--- config.mk ---
export PLATFORM = sky130hd
export DESIGN_NAME = rgb_cube_gray_quantizer
export DESIGN_NICKNAME = d
export VERILOG_FILES = /design/src/design/rcgq_pkg.sv /design/src/design/rcgq_level.sv /design/src/design/rcgq_select.sv /design/src/design/rgb_cube_gray_quantizer.sv
export SDC_FILE = /design/constraint.sdc
export NUM_CORES = 2
export LEC_CHECK = 0
export BUFFER_PORTS_ARGS = -buffer_cell sky130_fd_sc_hd__buf_2
export CAP_MARGIN = 0
export CORE_MARGIN = 10
export CORE_UTILIZATION = 25
export DETAILED_ROUTE_END_ITERATION = 7
export MAX_ROUTING_LAYER = met4
export PLACE_DENSITY = 0.4
export SYNTH_ARGS = -nofsm -noshare
export SYNTH_HDL_FRONTEND = slang
export SYNTH_SLANG_ARGS = --single-unit
--- constraint.sdc ---
create_clock -name clk -period 12.5 [get_ports clk]
set_clock_uncertainty 0.05 [all_clocks]
set_input_delay 1.25 -clock clk [delete_from_list [all_inputs] [get_ports clk]]
set_output_delay 1.25 -clock clk [all_outputs]
set_load 0.02 [all_outputs]
--- src/design/rcgq_pkg.sv ---
// Shared constants, stage types and arithmetic helpers for the RGB palette quantizer.
package rcgq_pkg;

  localparam int unsigned CUBE_LEVELS  = 6;
  localparam int unsigned CUBE_ENTRIES = 216;
  localparam int unsigned GRAY_STEPS   = 40;
  localparam int unsigned GRAY_SPAN    = GRAY_STEPS - 1;
  localparam int unsigned HALF_ROUND   = 127;
  localparam int unsigned FULL_SCALE   = 255;
  localparam int unsigned LEVEL_STEP   = FULL_SCALE / (CUBE_LEVELS - 1);
  localparam int unsigned AVG_RECIP    = 683;
  localparam int unsigned AVG_SHIFT    = 11;

  typedef logic [7:0] gray_lut_t [GRAY_STEPS];

  typedef struct packed {
    logic [7:0] red;
    logic [7:0] green;
    logic [7:0] blue;
    logic       last;
    logic [5:0] step;
    logic [7:0] cube_red;
    logic [7:0] cube_green;
    logic [7:0] cube_blue;
    logic [7:0] cube_index;
  } level_word_t;

  function automatic gray_lut_t gray_lut_init();
    gray_lut_t lut;
    for (int i = 0; i < int'(GRAY_STEPS); i++) begin
      lut[i] = 8'((i * FULL_SCALE) / GRAY_SPAN);
    end
    return lut;
  endfunction

  localparam gray_lut_t GRAY_LUT = gray_lut_init();

  // Exact floor(x / 255) for any x below 255 * 256.
  function automatic logic [7:0] div_full_scale(input logic [15:0] x);
    logic [16:0] t;
    t = {1'b0, x} + {9'd0, x[15:8]} + 17'd1;
    return t[15:8];
  endfunction

  function automatic logic [15:0] sq_diff(input logic [7:0] a, input logic [7:0] b);
    logic [7:0] d;
    d = (a >= b) ? (a - b) : (b - a);
    return 16'(d) * 16'(d);
  endfunction

endpackage

--- src/design/rcgq_level.sv ---
// Front pipeline stages: cube levels, channel average, gray step and cube color.
module rcgq_level
  import rcgq_pkg::*;
(
  input  logic        clk,
  input  logic        rst,
  input  logic        en,
  input  logic        pixel_valid,
  input  logic [7:0]  red_in,
  input  logic [7:0]  green_in,
  input  logic [7:0]  blue_in,
  input  logic        last_pixel,
  output logic        word_valid,
  output level_word_t word
);

  logic       s1_valid;
  logic [7:0] s1_red, s1_green, s1_blue;
  logic       s1_last;
  logic [2:0] s1_lvl_r, s1_lvl_g, s1_lvl_b;
  logic [7:0] s1_avg;

  logic [9:0]  sum_next;
  logic [19:0] avg_prod;
  logic [13:0] step_arg;
  logic [7:0]  step_full;
  logic [7:0]  index_rg;

  assign sum_next = 10'(red_in) + 10'(green_in) + 10'(blue_in);
  assign avg_prod = 20'(sum_next) * 20'(AVG_RECIP);

  always_ff @(posedge clk) begin
    if (rst) begin
      s1_valid <= 1'b0;
    end else if (en) begin
      s1_valid <= pixel_valid;
    end
  end

  always_ff @(posedge clk) begin
    if (en) begin
      s1_red   <= red_in;
      s1_green <= green_in;
      s1_blue  <= blue_in;
      s1_last  <= last_pixel;
      s1_lvl_r <= 3'(div_full_scale(16'(red_in) * 16'd5 + 16'(HALF_ROUND)));
      s1_lvl_g <= 3'(div_full_scale(16'(green_in) * 16'd5 + 16'(HALF_ROUND)));
      s1_lvl_b <= 3'(div_full_scale(16'(blue_in) * 16'd5 + 16'(HALF_ROUND)));
      s1_avg   <= avg_prod[AVG_SHIFT +: 8];
    end
  end

  assign step_arg  = 14'(s1_avg) * 14'(GRAY_SPAN) + 14'(HALF_ROUND);
  assign step_full = div_full_scale(16'(step_arg));
  assign index_rg  = 8'(s1_lvl_r) * 8'(CUBE_LEVELS) + 8'(s1_lvl_g);

  always_ff @(posedge clk) begin
    if (rst) begin
      word_valid <= 1'b0;
    end else if (en) begin
      word_valid <= s1_valid;
    end
  end

  always_ff @(posedge clk) begin
    if (en) begin
      word.red        <= s1_red;
      word.green      <= s1_green;
      word.blue       <= s1_blue;
      word.last       <= s1_last;
      word.step       <= step_full[5:0];
      word.cube_red   <= 8'(s1_lvl_r) * 8'(LEVEL_STEP);
      word.cube_green <= 8'(s1_lvl_g) * 8'(LEVEL_STEP);
      word.cube_blue  <= 8'(s1_lvl_b) * 8'(LEVEL_STEP);
      word.cube_index <= index_rg * 8'(CUBE_LEVELS) + 8'(s1_lvl_b);
    end
  end

endmodule

--- src/design/rcgq_select.sv ---
// Back pipeline stages: squared errors to cube and gray colors and the final choice.
module rcgq_select
  import rcgq_pkg::*;
(
  input  logic        clk,
  input  logic        rst,
  input  logic        en,
  input  logic        word_valid,
  input  level_word_t word,
  output logic        result_valid,
  output logic [7:0]  palette_index,
  output logic        is_gray,
  output logic [7:0]  out_red,
  output logic [7:0]  out_green,
  output logic [7:0]  out_blue,
  output logic        last_out
);

  logic        s3_valid, s4_valid;
  level_word_t s3_word, s4_word;
  logic [7:0]  s3_gray, s4_gray;
  logic [15:0] s3_sq_r, s3_sq_g, s3_sq_b;
  logic [17:0] s4_cube_dist;
  logic [15:0] s4_gq_r, s4_gq_g, s4_gq_b;
  logic [17:0] gray_dist;
  logic        pick_gray;

  always_ff @(posedge clk) begin
    if (rst) begin
      s3_valid     <= 1'b0;
      s4_valid     <= 1'b0;
      result_valid <= 1'b0;
    end else if (en) begin
      s3_valid     <= word_valid;
      s4_valid     <= s3_valid;
      result_valid <= s4_valid;
    end
  end

  always_ff @(posedge clk) begin
    if (en) begin
      s3_word <= word;
      s3_gray <= GRAY_LUT[word.step];
      s3_sq_r <= sq_diff(word.red, word.cube_red);
      s3_sq_g <= sq_diff(word.green, word.cube_green);
      s3_sq_b <= sq_diff(word.blue, word.cube_blue);
    end
  end

  always_ff @(posedge clk) begin
    if (en) begin
      s4_word      <= s3_word;
      s4_gray      <= s3_gray;
      s4_cube_dist <= 18'(s3_sq_r) + 18'(s3_sq_g) + 18'(s3_sq_b);
      s4_gq_r      <= sq_diff(s3_word.red, s3_gray);
      s4_gq_g      <= sq_diff(s3_word.green, s3_gray);
      s4_gq_b      <= sq_diff(s3_word.blue, s3_gray);
    end
  end

  assign gray_dist = 18'(s4_gq_r) + 18'(s4_gq_g) + 18'(s4_gq_b);
  assign pick_gray = gray_dist < s4_cube_dist;

  always_ff @(posedge clk) begin
    if (en) begin
      last_out <= s4_word.last;
      is_gray  <= pick_gray;
      if (pick_gray) begin
        palette_index <= 8'(CUBE_ENTRIES) + 8'(s4_word.step);
        out_red       <= s4_gray;
        out_green     <= s4_gray;
        out_blue      <= s4_gray;
      end else begin
        palette_index <= s4_word.cube_index;
        out_red       <= s4_word.cube_red;
        out_green     <= s4_word.cube_green;
        out_blue      <= s4_word.cube_blue;
      end
    end
  end

endmodule

--- src/design/rgb_cube_gray_quantizer.sv ---
// Top level of the RGB to 256-entry cube and gray ramp palette quantizer.
//
//   channel  direction  handshake                  payload
//   pixel    in         pixel_valid, pixel_stall   red_in, green_in, blue_in, last_pixel
//   result   out        result_valid, result_stall palette_index, is_gray, out_red,
//                                                  out_green, out_blue, last_out
//
// One word is accepted per cycle while the pipeline is not stalled, and each gives
// its result after the five register stages: levels and average, gray step and
// cube color, cube error squares, gray error squares, and the final choice.
// Reset clears only the stage valid bits. While a result waits under stall the
// whole pipeline holds and pixel_stall is raised.
module rgb_cube_gray_quantizer
  import rcgq_pkg::*;
(
  input  logic       clk,
  input  logic       rst,
  input  logic       pixel_valid,
  output logic       pixel_stall,
  input  logic [7:0] red_in,
  input  logic [7:0] green_in,
  input  logic [7:0] blue_in,
  input  logic       last_pixel,
  output logic       result_valid,
  input  logic       result_stall,
  output logic [7:0] palette_index,
  output logic       is_gray,
  output logic [7:0] out_red,
  output logic [7:0] out_green,
  output logic [7:0] out_blue,
  output logic       last_out
);

  logic        en;
  logic        word_valid;
  level_word_t word;

  assign en          = !(result_valid && result_stall);
  assign pixel_stall = !en;

  rcgq_level u_level (
    .clk         (clk),
    .rst         (rst),
    .en          (en),
    .pixel_valid (pixel_valid),
    .red_in      (red_in),
    .green_in    (green_in),
    .blue_in     (blue_in),
    .last_pixel  (last_pixel),
    .word_valid  (word_valid),
    .word        (word)
  );

  rcgq_select u_select (
    .clk           (clk),
    .rst           (rst),
    .en            (en),
    .word_valid    (word_valid),
    .word          (word),
    .result_valid  (result_valid),
    .palette_index (palette_index),
    .is_gray       (is_gray),
    .out_red       (out_red),
    .out_green     (out_green),
    .out_blue      (out_blue),
    .last_out      (last_out)
  );

endmodule

==> qor.txt <==
share of layout cells above drive strength 1: 0.0635
DRT Pass-1 Iters: 4
clk slew on worst S/H paths: 60 ps
final setup violation count: 0
DR WL/cell: 16.1 µm
period utilization: 0.653
First DRT Iteration DRCs: 933
register area: 11000 µm²
Yosys reg bits: 367
post-DP HPWL: 68500 µm
Net Count, Synth: 4079
Setup TNS: 0 ps
ranking of synthesized cells by area: edfxtp_1 32%, ha_1 20%, fa_1 13%
Worst Hold Class: reg2reg
crit path max fanout: 9
post-route insts no fill: 5211
Max Root-Sink Buffers: 3
area of the multi-input gates: 21100 µm²
Post-Route Utilization: 0.281
TritonCTS buffer count: 47
CTS Sinks: 367
die height: 391 µm
Clock Root Buffer: clkbuf_16
CP peak stage delay: 620 ps
grt ovf: 0
endpoints failing hold: 0
CTS tree: done
top-count cell post-synth: inv_1
post-synthesis cell count: 3287
total track usage: 0.113
Setup CP Type: reg2reg
placed cell count: 5126
Syn-to-layout area delta: 12.0%
DR vias: 22300
Synthesis Warnings: 0
vias in the first global route: 23000
max cap viols: 0
Filler Cell Count: 14400
Rel. slew slack: 0.183
fin. max-slew vios: 0
initial antenna violation count: 2
unrepaired setup endpoints after global routing: false
# diodes: 0
CP Capture Type: register
top_reg_cell synth: edfxtp_1
first-pass GRT wire length: 132000 µm
Routed WL: 83700 µm
WP buf/inv: 6
worst-margin pin slew: 1220 ps
critical path arrival: 8480 ps
initial cell density of the core: 0.251
Synth top cells by count: 586 x inv_1, 541 x ha_1, 362 x edfxtp_1, 255 x nor2_1, 222 x fa_1
Final min period: 8170 ps
Distinct cells, synth: 84
# nets final: 4173
CP delay by family, top: adder cells
Die Area: 153000 µm²
Worst setup SP type: register
status: complete, no violations
syn avg cell area: 10.5 µm²
clock latency at the later pin of the worst-skew pair: 620 ps
Avg Vias per Cell: 4.28
port bufs: 64
Synth async-reset ratio: 0
fmax: 0.122 GHz
DIE WIDTH: 391 µm
IO Count: 65
Final GP Congestion: 0.827
CTS Hold Bufs: 0
Yosys top cell by area: edfxtp_1
core box area: 137000 µm²
row cnt: 136
H-tree Lvls: 2
Post-synth EDFFs: 362
drc violations: 0
hold slack final: 363 ps
post-synth top area share: 0.316
post-synthesis sequential area ratio: 0.319
antenna viol nets, final: 0
setup repair bufs after CTS: 0
crit path max-delay cell type: xnor2_1
Worst EP required: 12810 ps
Cell Area, Synth: 34400 µm²
largest net degree at the start of global routing: 148
CTS resizes: 0
sequential cells by signal (all words and copies together), names as in the netlist, 3 cells and up:
register	count
u_select.palette_index	8
u_select.s4_gray	8
u_select.s4_word	38
u_select.out_blue	8
u_level.s1_red	8
u_select.s4_cube_dist	18
u_select.s4_gq_r	15
u_select.out_green	8
u_select.s4_gq_g	15
u_select.s3_sq_b	15
u_level.s1_lvl_r	3
u_level.word	62
u_select.s3_gray	8
u_select.s3_word	62
u_select.s3_sq_g	15
u_level.s1_lvl_g	3
u_select.out_red	8
u_level.s1_green	8
u_select.s4_gq_b	15
u_select.s3_sq_r	15
u_level.s1_blue	8
u_level.s1_avg	8
u_level.s1_lvl_b	3
metrics by stage:
| step | cell area [µm²] | setup slack (ps) |
|---|---|---|
| final | 38500 | 4330 |
| after global routing | 38500 | 3700 |
| after CTS | 38500 | 4230 |
| after detailed placement | 37000 | 4250 |
| after global placement | 37000 | 4340 |
| after floorplan | 34400 | 333 |
cell families after synthesis:
| kind of cell | count (synthesis) | synth area share |
|---|---|---|
| buffers and inverters | 631 | 0.0690 |
| flip-flops | 367 | 0.319 |
| AO/OA/AOI/OAI | 553 | 0.107 |
| AND/OR/NAND/NOR | 634 | 0.0876 |
| XOR/XNOR | 266 | 0.0677 |
| multiplexers | 73 | 0.0237 |
| adder cells (fa/ha/maj) | 763 | 0.326 |
cell usage in the layout (no fill, tap or decap), types with 15 or more instances in the layout:
master	netlist	final
nor3_1	50	50
ha_1	541	541
clkbuf_16	0	50
nand2_1	98	97
nand2b_1	36	36
a21o_1	69	69
xnor2_1	184	184
mux2_2	33	33
o21ai_0	63	63
inv_1	586	586
xor2_1	82	82
mux2i_1	32	32
o21a_1	49	49
edfxtp_1	362	362
and3_1	15	15
buf_2	5	64
nor2b_1	45	45
o21ai_1	15	15
a21oi_1	174	174
nand3_1	41	41
or2_1	34	34
fa_1	222	222
buf_4	0	15
o21bai_1	32	32
nor2_1	255	255
path summary, 6_finish.rpt:
path                                        from                              to  depth (start not counted)  slack (ps)
setup / recovery   u_select.s3_gray[1]$_DFFE_PN_  u_select.s4_gq_b[15]$_DFFE_PN_                         26        4330
hold / removal    u_select.s3_word[30]$_DFFE_PN_  u_select.s4_word[30]$_DFFE_PN_                          0         360
setup reg to reg   u_select.s3_gray[1]$_DFFE_PN_  u_select.s4_gq_b[15]$_DFFE_PN_                         26        4330
hold reg to reg   u_select.s3_word[30]$_DFFE_PN_  u_select.s4_word[30]$_DFFE_PN_                          0         360
area by class of cell:
class                   instances  area share
clock buffers                  60      0.0340
clock inverters                25     0.00607
inverters                     596      0.0581
multi-input cells            2289       0.547
flip-flops and latches        367       0.285
well taps                    1794      0.0583
repair buffers                 80      0.0118
metal layers:
metal	track usage	wire length (µm)	vias to the layer above
li1	-	-	11400
met1	0.150	41000	10600
met2	0.177	37700	235
met3	0.0158	2300	104
met4	0.0360	2720	0
met5	-	0	-
worst reg2reg max path: cells and delay by family (launching register included):
family          cells  cell delay [ps]
simple gates        3              840
compound gates      8             2000
flops               1              570
xor+xnor            2              740
mux                 1              350
fa+ha+maj           6             2820
buf+inv             6              520
Power is left out: the tool's default activity adds up to more than one toggle a clock period on the data nets, which glitch-free logic cannot reach.
